$ cat config.mk
export PLATFORM = sky130hd
export DESIGN_NAME = cll_walk_ctrl
export DESIGN_NICKNAME = d
export VERILOG_FILES = /design/src/rtl/cll_pkg.sv /design/src/rtl/cll_walk_ctrl.sv
export SDC_FILE = /design/constraint.sdc
export NUM_CORES = 1
export LEC_CHECK = 0
export BUFFER_PORTS_ARGS = -buffer_cell sky130_fd_sc_hd__buf_4
export CORE_AREA = 3 3 122 100
export CTS_BUF_LIST = sky130_fd_sc_hd__clkbuf_8
export DETAILED_ROUTE_END_ITERATION = 8
export DIE_AREA = 0 0 125 103
export HOLD_SLACK_MARGIN = 0.12
export PLACE_DENSITY_LB_ADDON = 0.05
export REMOVE_ABC_BUFFERS = 1
export SYNTH_ARGS = -nofsm -noshare
export SYNTH_HDL_FRONTEND = slang
export SYNTH_SLANG_ARGS = --single-unit
$ cat constraint.sdc
create_clock -name clk -period 5.4 [get_ports clk]
set_clock_uncertainty 0.1 [all_clocks]
set_input_delay 0 -clock clk [delete_from_list [all_inputs] [get_ports clk]]
set_output_delay 0 -clock clk [all_outputs]
set_load 0.05 [all_outputs]
$ cat src/rtl/cll_pkg.sv
`default_nettype none
// ----------------------------------------------------------------------------
// cll_pkg
// Shared types, constants and helpers of the cursor linked-list engine.
// ----------------------------------------------------------------------------
package cll_pkg;

	localparam int CELLS  = 128;
	localparam int IDX_W  = 7;
	localparam int DATA_W = 32;
	localparam int CNT_W  = IDX_W + 1;

	localparam logic [2:0] KIND_NEW     = 3'd0;
	localparam logic [2:0] KIND_INSERT  = 3'd1;
	localparam logic [2:0] KIND_DELETE  = 3'd2;
	localparam logic [2:0] KIND_FIND    = 3'd3;
	localparam logic [2:0] KIND_PREV    = 3'd4;
	localparam logic [2:0] KIND_INSPECT = 3'd5;

	typedef struct packed {
		logic [2:0]               kind;
		logic signed [DATA_W-1:0] value;
		logic [IDX_W-1:0]         list_head;
		logic [IDX_W-1:0]         position;
	} req_word_t;

	typedef struct packed {
		logic [IDX_W-1:0]         cell_index;
		logic signed [DATA_W-1:0] cell_value;
		logic                     is_last;
		logic                     out_of_space;
		logic                     removed;
	} rsp_word_t;

	typedef struct packed {
		logic [IDX_W-1:0] rd_addr;
		logic             wr_en;
		logic [IDX_W-1:0] wr_addr;
		logic [IDX_W-1:0] wr_data;
	} link_req_t;

	typedef struct packed {
		logic [IDX_W-1:0]  rd_addr;
		logic              wr_en;
		logic [IDX_W-1:0]  wr_addr;
		logic [DATA_W-1:0] wr_data;
	} val_req_t;

	typedef enum logic [4:0] {
		ST_IDLE,
		ST_ALLOC_RD,
		ST_ALLOC_CHK,
		ST_ALLOC_POP,
		ST_NEW_LINK,
		ST_INS_RDPOS,
		ST_INS_LINK,
		ST_INS_HOOK,
		ST_WALK_HEAD,
		ST_WALK_FIRST,
		ST_WALK_CMP,
		ST_DEL_BYPASS,
		ST_DEL_RD0,
		ST_DEL_FREE,
		ST_DEL_PUSH,
		ST_INSPECT_RD,
		ST_INSPECT_RES,
		ST_FIN
	} state_t;

	// link of a cell that has not been written since reset
	function automatic logic [IDX_W-1:0] reset_link(input logic [IDX_W-1:0] idx);
		logic [IDX_W-1:0] nxt;
		nxt = '0;
		if (idx != IDX_W'(CELLS - 1)) begin
			nxt = idx + 1'b1;
		end
		return nxt;
	endfunction

endpackage
`default_nettype wire

$ cat src/rtl/cll_walk_ctrl.sv
`default_nettype none
// ----------------------------------------------------------------------------
// cll_walk_ctrl
// Request sequencer: allocation, insert, delete, list walk with one shared
// value compare per visited cell, and cell inspection.
// ----------------------------------------------------------------------------
module cll_walk_ctrl (
	input  wire logic                    clk,
	input  wire logic                    arst_n,
	input  wire logic                    accept,
	input  wire cll_pkg::req_word_t      req,
	input  wire logic [cll_pkg::IDX_W-1:0]  link_rd,
	input  wire logic [cll_pkg::DATA_W-1:0] val_rd,
	input  wire logic                    res_free,
	output cll_pkg::link_req_t           link_req,
	output cll_pkg::val_req_t            val_req,
	output logic                         busy,
	output logic                         fin,
	output cll_pkg::rsp_word_t           res
);

	cll_pkg::state_t state_q, state_d;

	logic [2:0]                 kind_q;
	logic [cll_pkg::DATA_W-1:0] value_q;
	logic [cll_pkg::IDX_W-1:0]  head_q;
	logic [cll_pkg::IDX_W-1:0]  pos_q;
	logic [cll_pkg::IDX_W-1:0]  cand_q;
	logic [cll_pkg::IDX_W-1:0]  pred_q;
	logic [cll_pkg::IDX_W-1:0]  tail_q;
	logic [cll_pkg::CNT_W-1:0]  cnt_q;
	cll_pkg::rsp_word_t         res_q;

	logic hit;
	logic runaway;
	logic link_zero;

	assign hit       = (val_rd == value_q);
	assign runaway   = (cnt_q == cll_pkg::CNT_W'(cll_pkg::CELLS));
	assign link_zero = (link_rd == '0);

	// next state
	always_comb begin
		state_d = state_q;
		case (state_q)
			cll_pkg::ST_IDLE: begin
				if (accept) begin
					case (req.kind)
						cll_pkg::KIND_NEW,
						cll_pkg::KIND_INSERT:  state_d = cll_pkg::ST_ALLOC_RD;
						cll_pkg::KIND_DELETE,
						cll_pkg::KIND_FIND,
						cll_pkg::KIND_PREV:    state_d = cll_pkg::ST_WALK_HEAD;
						cll_pkg::KIND_INSPECT: state_d = cll_pkg::ST_INSPECT_RD;
						default:               state_d = cll_pkg::ST_FIN;
					endcase
				end
			end
			cll_pkg::ST_ALLOC_RD:  state_d = cll_pkg::ST_ALLOC_CHK;
			cll_pkg::ST_ALLOC_CHK: begin
				state_d = link_zero ? cll_pkg::ST_FIN : cll_pkg::ST_ALLOC_POP;
			end
			cll_pkg::ST_ALLOC_POP: begin
				state_d = (kind_q == cll_pkg::KIND_NEW) ? cll_pkg::ST_NEW_LINK
					: cll_pkg::ST_INS_RDPOS;
			end
			cll_pkg::ST_NEW_LINK:   state_d = cll_pkg::ST_FIN;
			cll_pkg::ST_INS_RDPOS:  state_d = cll_pkg::ST_INS_LINK;
			cll_pkg::ST_INS_LINK:   state_d = cll_pkg::ST_INS_HOOK;
			cll_pkg::ST_INS_HOOK:   state_d = cll_pkg::ST_FIN;
			cll_pkg::ST_WALK_HEAD:  state_d = cll_pkg::ST_WALK_FIRST;
			cll_pkg::ST_WALK_FIRST: begin
				state_d = link_zero ? cll_pkg::ST_FIN : cll_pkg::ST_WALK_CMP;
			end
			cll_pkg::ST_WALK_CMP: begin
				if (hit) begin
					state_d = (kind_q == cll_pkg::KIND_DELETE) ? cll_pkg::ST_DEL_BYPASS
						: cll_pkg::ST_FIN;
				end else if (runaway || link_zero) begin
					state_d = cll_pkg::ST_FIN;
				end
			end
			cll_pkg::ST_DEL_BYPASS:  state_d = cll_pkg::ST_DEL_RD0;
			cll_pkg::ST_DEL_RD0:     state_d = cll_pkg::ST_DEL_FREE;
			cll_pkg::ST_DEL_FREE:    state_d = cll_pkg::ST_DEL_PUSH;
			cll_pkg::ST_DEL_PUSH:    state_d = cll_pkg::ST_FIN;
			cll_pkg::ST_INSPECT_RD:  state_d = cll_pkg::ST_INSPECT_RES;
			cll_pkg::ST_INSPECT_RES: state_d = cll_pkg::ST_FIN;
			cll_pkg::ST_FIN: begin
				if (res_free) begin
					state_d = cll_pkg::ST_IDLE;
				end
			end
			default: state_d = cll_pkg::ST_IDLE;
		endcase
	end

	// memory requests and handshake outputs
	always_comb begin
		link_req = '0;
		val_req  = '0;
		fin      = 1'b0;
		busy     = (state_q != cll_pkg::ST_IDLE);
		case (state_q)
			cll_pkg::ST_ALLOC_CHK: begin
				link_req.rd_addr = link_rd;
			end
			cll_pkg::ST_ALLOC_POP: begin
				link_req.wr_en   = 1'b1;
				link_req.wr_data = link_rd;
				if (kind_q == cll_pkg::KIND_INSERT) begin
					val_req.wr_en   = 1'b1;
					val_req.wr_addr = cand_q;
					val_req.wr_data = value_q;
				end
			end
			cll_pkg::ST_NEW_LINK: begin
				link_req.wr_en   = 1'b1;
				link_req.wr_addr = cand_q;
			end
			cll_pkg::ST_INS_RDPOS: begin
				link_req.rd_addr = pos_q;
			end
			cll_pkg::ST_INS_LINK: begin
				link_req.wr_en   = 1'b1;
				link_req.wr_addr = cand_q;
				link_req.wr_data = link_rd;
			end
			cll_pkg::ST_INS_HOOK: begin
				link_req.wr_en   = 1'b1;
				link_req.wr_addr = pos_q;
				link_req.wr_data = cand_q;
			end
			cll_pkg::ST_WALK_HEAD: begin
				link_req.rd_addr = head_q;
			end
			cll_pkg::ST_WALK_FIRST,
			cll_pkg::ST_WALK_CMP: begin
				// fetch link and value of the next candidate together
				link_req.rd_addr = link_rd;
				val_req.rd_addr  = link_rd;
			end
			cll_pkg::ST_DEL_BYPASS: begin
				link_req.wr_en   = 1'b1;
				link_req.wr_addr = pred_q;
				link_req.wr_data = tail_q;
			end
			cll_pkg::ST_DEL_FREE: begin
				link_req.wr_en   = 1'b1;
				link_req.wr_addr = cand_q;
				link_req.wr_data = link_rd;
			end
			cll_pkg::ST_DEL_PUSH: begin
				link_req.wr_en   = 1'b1;
				link_req.wr_data = cand_q;
			end
			cll_pkg::ST_INSPECT_RD: begin
				link_req.rd_addr = pos_q;
				val_req.rd_addr  = pos_q;
			end
			cll_pkg::ST_FIN: begin
				fin = res_free;
			end
			default: begin
			end
		endcase
	end

	always_ff @(posedge clk or negedge arst_n) begin
		if (!arst_n) begin
			state_q <= cll_pkg::ST_IDLE;
		end else begin
			state_q <= state_d;
		end
	end

	always_ff @(posedge clk) begin
		case (state_q)
			cll_pkg::ST_IDLE: begin
				if (accept) begin
					kind_q  <= req.kind;
					value_q <= req.value;
					head_q  <= req.list_head;
					pos_q   <= req.position;
					pred_q  <= req.list_head;
					cnt_q   <= '0;
					res_q   <= '0;
				end
			end
			cll_pkg::ST_ALLOC_CHK: begin
				cand_q <= link_rd;
				if (link_zero) begin
					res_q.out_of_space <= 1'b1;
				end else begin
					res_q.cell_index <= link_rd;
				end
			end
			cll_pkg::ST_WALK_FIRST: begin
				cand_q <= link_rd;
				if (link_zero && kind_q == cll_pkg::KIND_PREV) begin
					res_q.cell_index <= pred_q;
				end
			end
			cll_pkg::ST_WALK_CMP: begin
				if (hit) begin
					tail_q <= link_rd;
					case (kind_q)
						cll_pkg::KIND_FIND:   res_q.cell_index <= cand_q;
						cll_pkg::KIND_PREV:   res_q.cell_index <= pred_q;
						cll_pkg::KIND_DELETE: res_q.removed    <= 1'b1;
						default: begin
						end
					endcase
				end else if (runaway) begin
					if (kind_q == cll_pkg::KIND_PREV) begin
						res_q.cell_index <= pred_q;
					end
				end else begin
					pred_q <= cand_q;
					cand_q <= link_rd;
					cnt_q  <= cnt_q + 1'b1;
					if (link_zero && kind_q == cll_pkg::KIND_PREV) begin
						res_q.cell_index <= cand_q;
					end
				end
			end
			cll_pkg::ST_INSPECT_RES: begin
				res_q.cell_index <= link_rd;
				res_q.cell_value <= val_rd;
				res_q.is_last    <= link_zero;
			end
			default: begin
			end
		endcase
	end

	assign res = res_q;

endmodule
`default_nettype wire

==> run summary <==
The number of gates resized after CTS was 0. Buffers inserted during clock tree synthesis total 17. For this design the total switching power over the nets is 1.949 mW. The worst reg-to-reg setup slack is 2.17 ns. The critical path starts at state_q[0]$_DFFE_PN0P_. TritonCTS built the clock tree.

The number of different library cells used by synthesis comes to 57. The run gives 0 as the number of endpoints with negative hold slack in the final report. The H-tree level count is 4, and the switching share of power is 0.4424. The number of top-level design ports is 205. Dividing the detail-routed via count by the number of cells gives 5.895. The fraction of power consumed by combinational cells is 0.439, and the number of max-cap violations is 0. Cell internal power was estimated by the tool at 2.456 mW. IR analysis of the VDD net gives a maximum drop of 0.2864 mV.

The async set-reset flop share out of synthesis came out at 0.04000. The tools report the first-pass GRT wire length as 31.47 mm. The worst setup path is captured at an output port. The number of antenna violations at the first check in global routing came out at 0. Total leakage power: 3.941 nW. The overall fraction of global-route tracks in use is 0.3211. Across the whole layout, storage elements account for 3729 sq um. The final antenna diode count was 0. The most common cell in the synthesized netlist is edfxtp_1. The initialized floorplan defines 34 standard-cell rows. Global routing finished with a remaining overflow of 0.

The synthesized area divided by synthesized cell count works out to 11.84 sq um. The tools report the worst slew margin relative to its limit as 0.2411. By area the synthesized netlist is led by edfxtp_1 (57%), xnor2_1 (4.7%), and2_1 (4.3%), and3_1 (3.7%), a222oi_1 (3.3%). The number of cells on the critical path was 6.

For the initial core utilization, the log shows 0.5719. Among all stages on the critical path, the largest delay is contributed by a211oi_1. The commonest register cell after synthesis is edfxtp_1.

The run gives 0 as the number of pins exceeding their max-slew limit in the final report. In this run the critical register-to-register path is launched from state_q[3]$_DFFE_PN0P_. The part of the power in the clock network was 0.194. The post-detailed-route DRC marker count was 0. The clock passes through at most 2 buffers. After the last flow step, the layout net total stands at 918. Setup repair after global routing left no endpoint under its margin. The tools report the total wirelength of the detailed-routed design as 20.71 mm. The logs give 5,754 for the via count of the first global-routing pass and 13.14 mm for the placed wire-length estimate. The synthesized design spends more area on one cell type than any other, namely edfxtp_1.

Final hold analysis gives a worst-case slack of 0.1614 ns. The clock period could shrink to 3.307 ns. The flow ran to the end, and the final reports show no timing, DRC or antenna violations.

The logs give 0.9288 for the final weighted congestion of routability-driven global placement and 0 for the final setup violation count. The power density relative to cell area is 476.9 nW/um^2. For the final routed database, the setup TNS stands at 0 ns.

Compared with the post-synthesis result, the final layout area differs by 47.14%. At the worst endpoint, the arrival time is 3.21 ns. For the first-pass iteration count of the detailed router, the log shows 6. The cell depth of the worst flop-to-flop path is 6.

For the placeable core region, the log shows 10,980 sq um. The detail-routed net length per standard cell works out to 21.15 um. At the pin with the least slew margin, the transition time is 1.131 ns.

The upper clock frequency limit was 302.4 MHz. With fillers left out, the area of the finished cells amounts to 9236 sq um. The width of the die is 125 um. After synthesis the cells add up to 6277 sq um.

Fraction of the cycle the final worst path needs: 0.6125. The number of buffers and inverters on the critical path works out to 2. Sorting the synthesized cells by how often they occur yields edfxtp_1 (120), nand2_1 (53), and2_1 (43). For the relative contribution of sequential cells to total power, the log shows 0.367.

The tree is rooted in a clkbuf_8. The critical path ends at link_req[16]. After technology mapping, the gate count stands at 530.

Prior to clock tree synthesis, the placed netlist has a worst setup slack of 2.232 ns. The number of enable flip-flop cells after synthesis was 120. After clock tree synthesis, the clock-pin slew on the worst setup and hold paths is 0.08 ns. The type of the setup path with the least slack was reg -> out. The maximum cell stage delay along the critical path works out to 0.93 ns. After the flow finishes, the layout carries non-filler instances totaling 979. Total via count after detailed routing: 5,771. The classification of the worst-slack hold path was in -> reg.

Entering global routing, the biggest net connects 51 pins. Cell class contributing the biggest share of worst-path delay: compound AO/OA/AOI/OAI gates. In this run the cell area measured after placement is 7899 sq um. The logs give 12,880 sq um for the total die area and 2.093 ns for the post-route worst setup slack.

Fill cells in the final layout number 569. Clock latency on the worst-skew pair, taken at its later pin, is 0.45 ns. The sequential cell area fraction in the yosys report is 0.5940, and the post-synthesis register bit count is 125. The fraction of layout instances using a drive strength above 1 was 0.3078; the DRC marker count from the first detailed-route iteration was 881.

In this run the remaining antenna-violating nets after routing total 0. The capture point of the worst reg-to-reg path was pred_q[1]$_DFFE_PP_. The y dimension of the die is 103 um. STA classifies the critical path startpoint as a flip-flop.

The area share of the leading cell type in the synthesized netlist is 0.5740, and the endpoint required time on the critical path is 5.30 ns. For the clock sink total, the log shows 125. In the final layout, the multi-input gates occupy 2288 sq um. The number of buffers added on ports was 204. Counting tap cells, the placed design contains a total of 854 instances.

The critical path goes through and2b_1, nand2_1, a211oi_1, a222oi_1, inv_1, buf_4. In this run the worst path has a maximum fanout of 21. Count of synthesis-stage warnings from yosys: 0.
-- registers in the layout (all words and copies together), names as in the netlist --
register  flops
cand_q        7
pos_q         7
tail_q        7
head_q        7
pred_q        7
kind_q        3
state_q       5
res          42
value_q      32
cnt_q         8
-- cells in the final DEF, fill, tap and decap left out, types with 3 or more instances in the layout --
cell type,synthesis,layout
a222oi_1,21,21
a21oi_1,7,7
ha_1,4,4
nor3_1,7,7
xor2_1,6,6
o21ai_0,4,4
clkinv_2,1,3
a211oi_1,4,4
clkinvlp_4,0,4
nand2b_1,3,3
dlygate4sd3_1,0,93
nor2_1,26,26
xnor2_1,34,34
and3_1,37,37
inv_1,36,36
buf_4,1,208
bufinv_16,0,3
nand4_1,12,12
clkbuf_8,0,17
a22o_1,7,7
edfxtp_1,120,120
nand3b_1,4,4
nor3b_1,4,4
o211ai_1,8,8
nand2_1,53,53
clkinv_4,0,3
dfrtp_1,5,5
mux2_2,7,7
and2_1,43,43
a31oi_1,3,3
a22oi_1,7,7
nand3_1,7,7
-- cell type report --
cell class / count / share of cell area
multi-input cells: 340 / 0.2478
repair buffers: 301 / 0.2698
well taps: 144 / 0.01951
clock buffers: 17 / 0.02533
flip-flops and latches: 125 / 0.4037
clock inverters: 15 / 0.01869
inverters: 37 / 0.01517
-- power groups by stage --
stage | sequential [mW] | combinational [mW] | clock (mW)
2_1_floorplan | 1.93 | 0.885 | 0
3_3_place_gp | 1.60 | 1.82 | 0
3_5_place_dp | 1.62 | 1.84 | 0
4_1_cts | 1.60 | 1.91 | 0.848
5_1_grt | 1.64 | 2.04 | 0.898
6_report | 1.62 | 1.93 | 0.853
-- how the worst min path moves through the flow --
stage / from / endpoint / slack (ns) / depth (start not counted)
6_report: req[18] / value_q[4]$_DFFE_PP_ / 0.16 / 2
5_1_grt: req[23] / value_q[9]$_DFFE_PP_ / 0.16 / 2
4_1_cts: req[22] / value_q[8]$_DFFE_PP_ / 0.15 / 2
3_5_place_dp: arst_n / state_q[0]$_DFFE_PN0P_ / -0.29 / 1
3_3_place_gp: arst_n / state_q[0]$_DFFE_PN0P_ / -0.29 / 1
2_1_floorplan: arst_n / state_q[0]$_DFFE_PN0P_ / -0.40 / 0
-- metal layers --
metal / routed length [um] / global-route usage / up-vias
met5: 0 / 0 / -
met2: 10070 / 0.5279 / 389
li1: - / - / 2551
met3: 2123 / 0.09063 / 46
met4: 573 / 0.1325 / 0
met1: 7946 / 0.4091 / 2785
-- repair_timing --
| item | 4_1_cts | 5_1_grt |
|---|---|---|
| hold buffers | 93 | 0 |
| buffers inserted | 0 | 0 |
| endpoints found under the hold margin | 122 | 0 |
-- kinds of logic after synthesis --
group | Yosys count | synth area share
AND/OR/NAND/NOR | 214 | 0.1886
flip-flops | 125 | 0.5940
AO/OA/AOI/OAI | 74 | 0.09667
buffers and inverters | 65 | 0.04285
XOR/XNOR | 40 | 0.05581
multiplexers | 8 | 0.01415
adder cells (fa/ha/maj) | 4 | 0.007973
-- worst reg2reg max path, stage by stage, from the launching register on --
cell and delay, ns:
dfrtp_1 0.78, or3b_4 0.49, or2_4 0.37, clkinv_2 0.18, and2_1 0.34, nand2_1 0.09, nand2_1 0.51
-- stage by stage --
step | utilization | power [mW]
floorplan | - | 2.819
global placement | 0.7197 | 3.424
detailed placement | 0.7197 | 3.461
CTS | 0.8415 | 4.358
global route | 0.8415 | 4.581
finish | 0.8415 | 4.405
No activity file was read; power rests on OpenSTA's default activity.
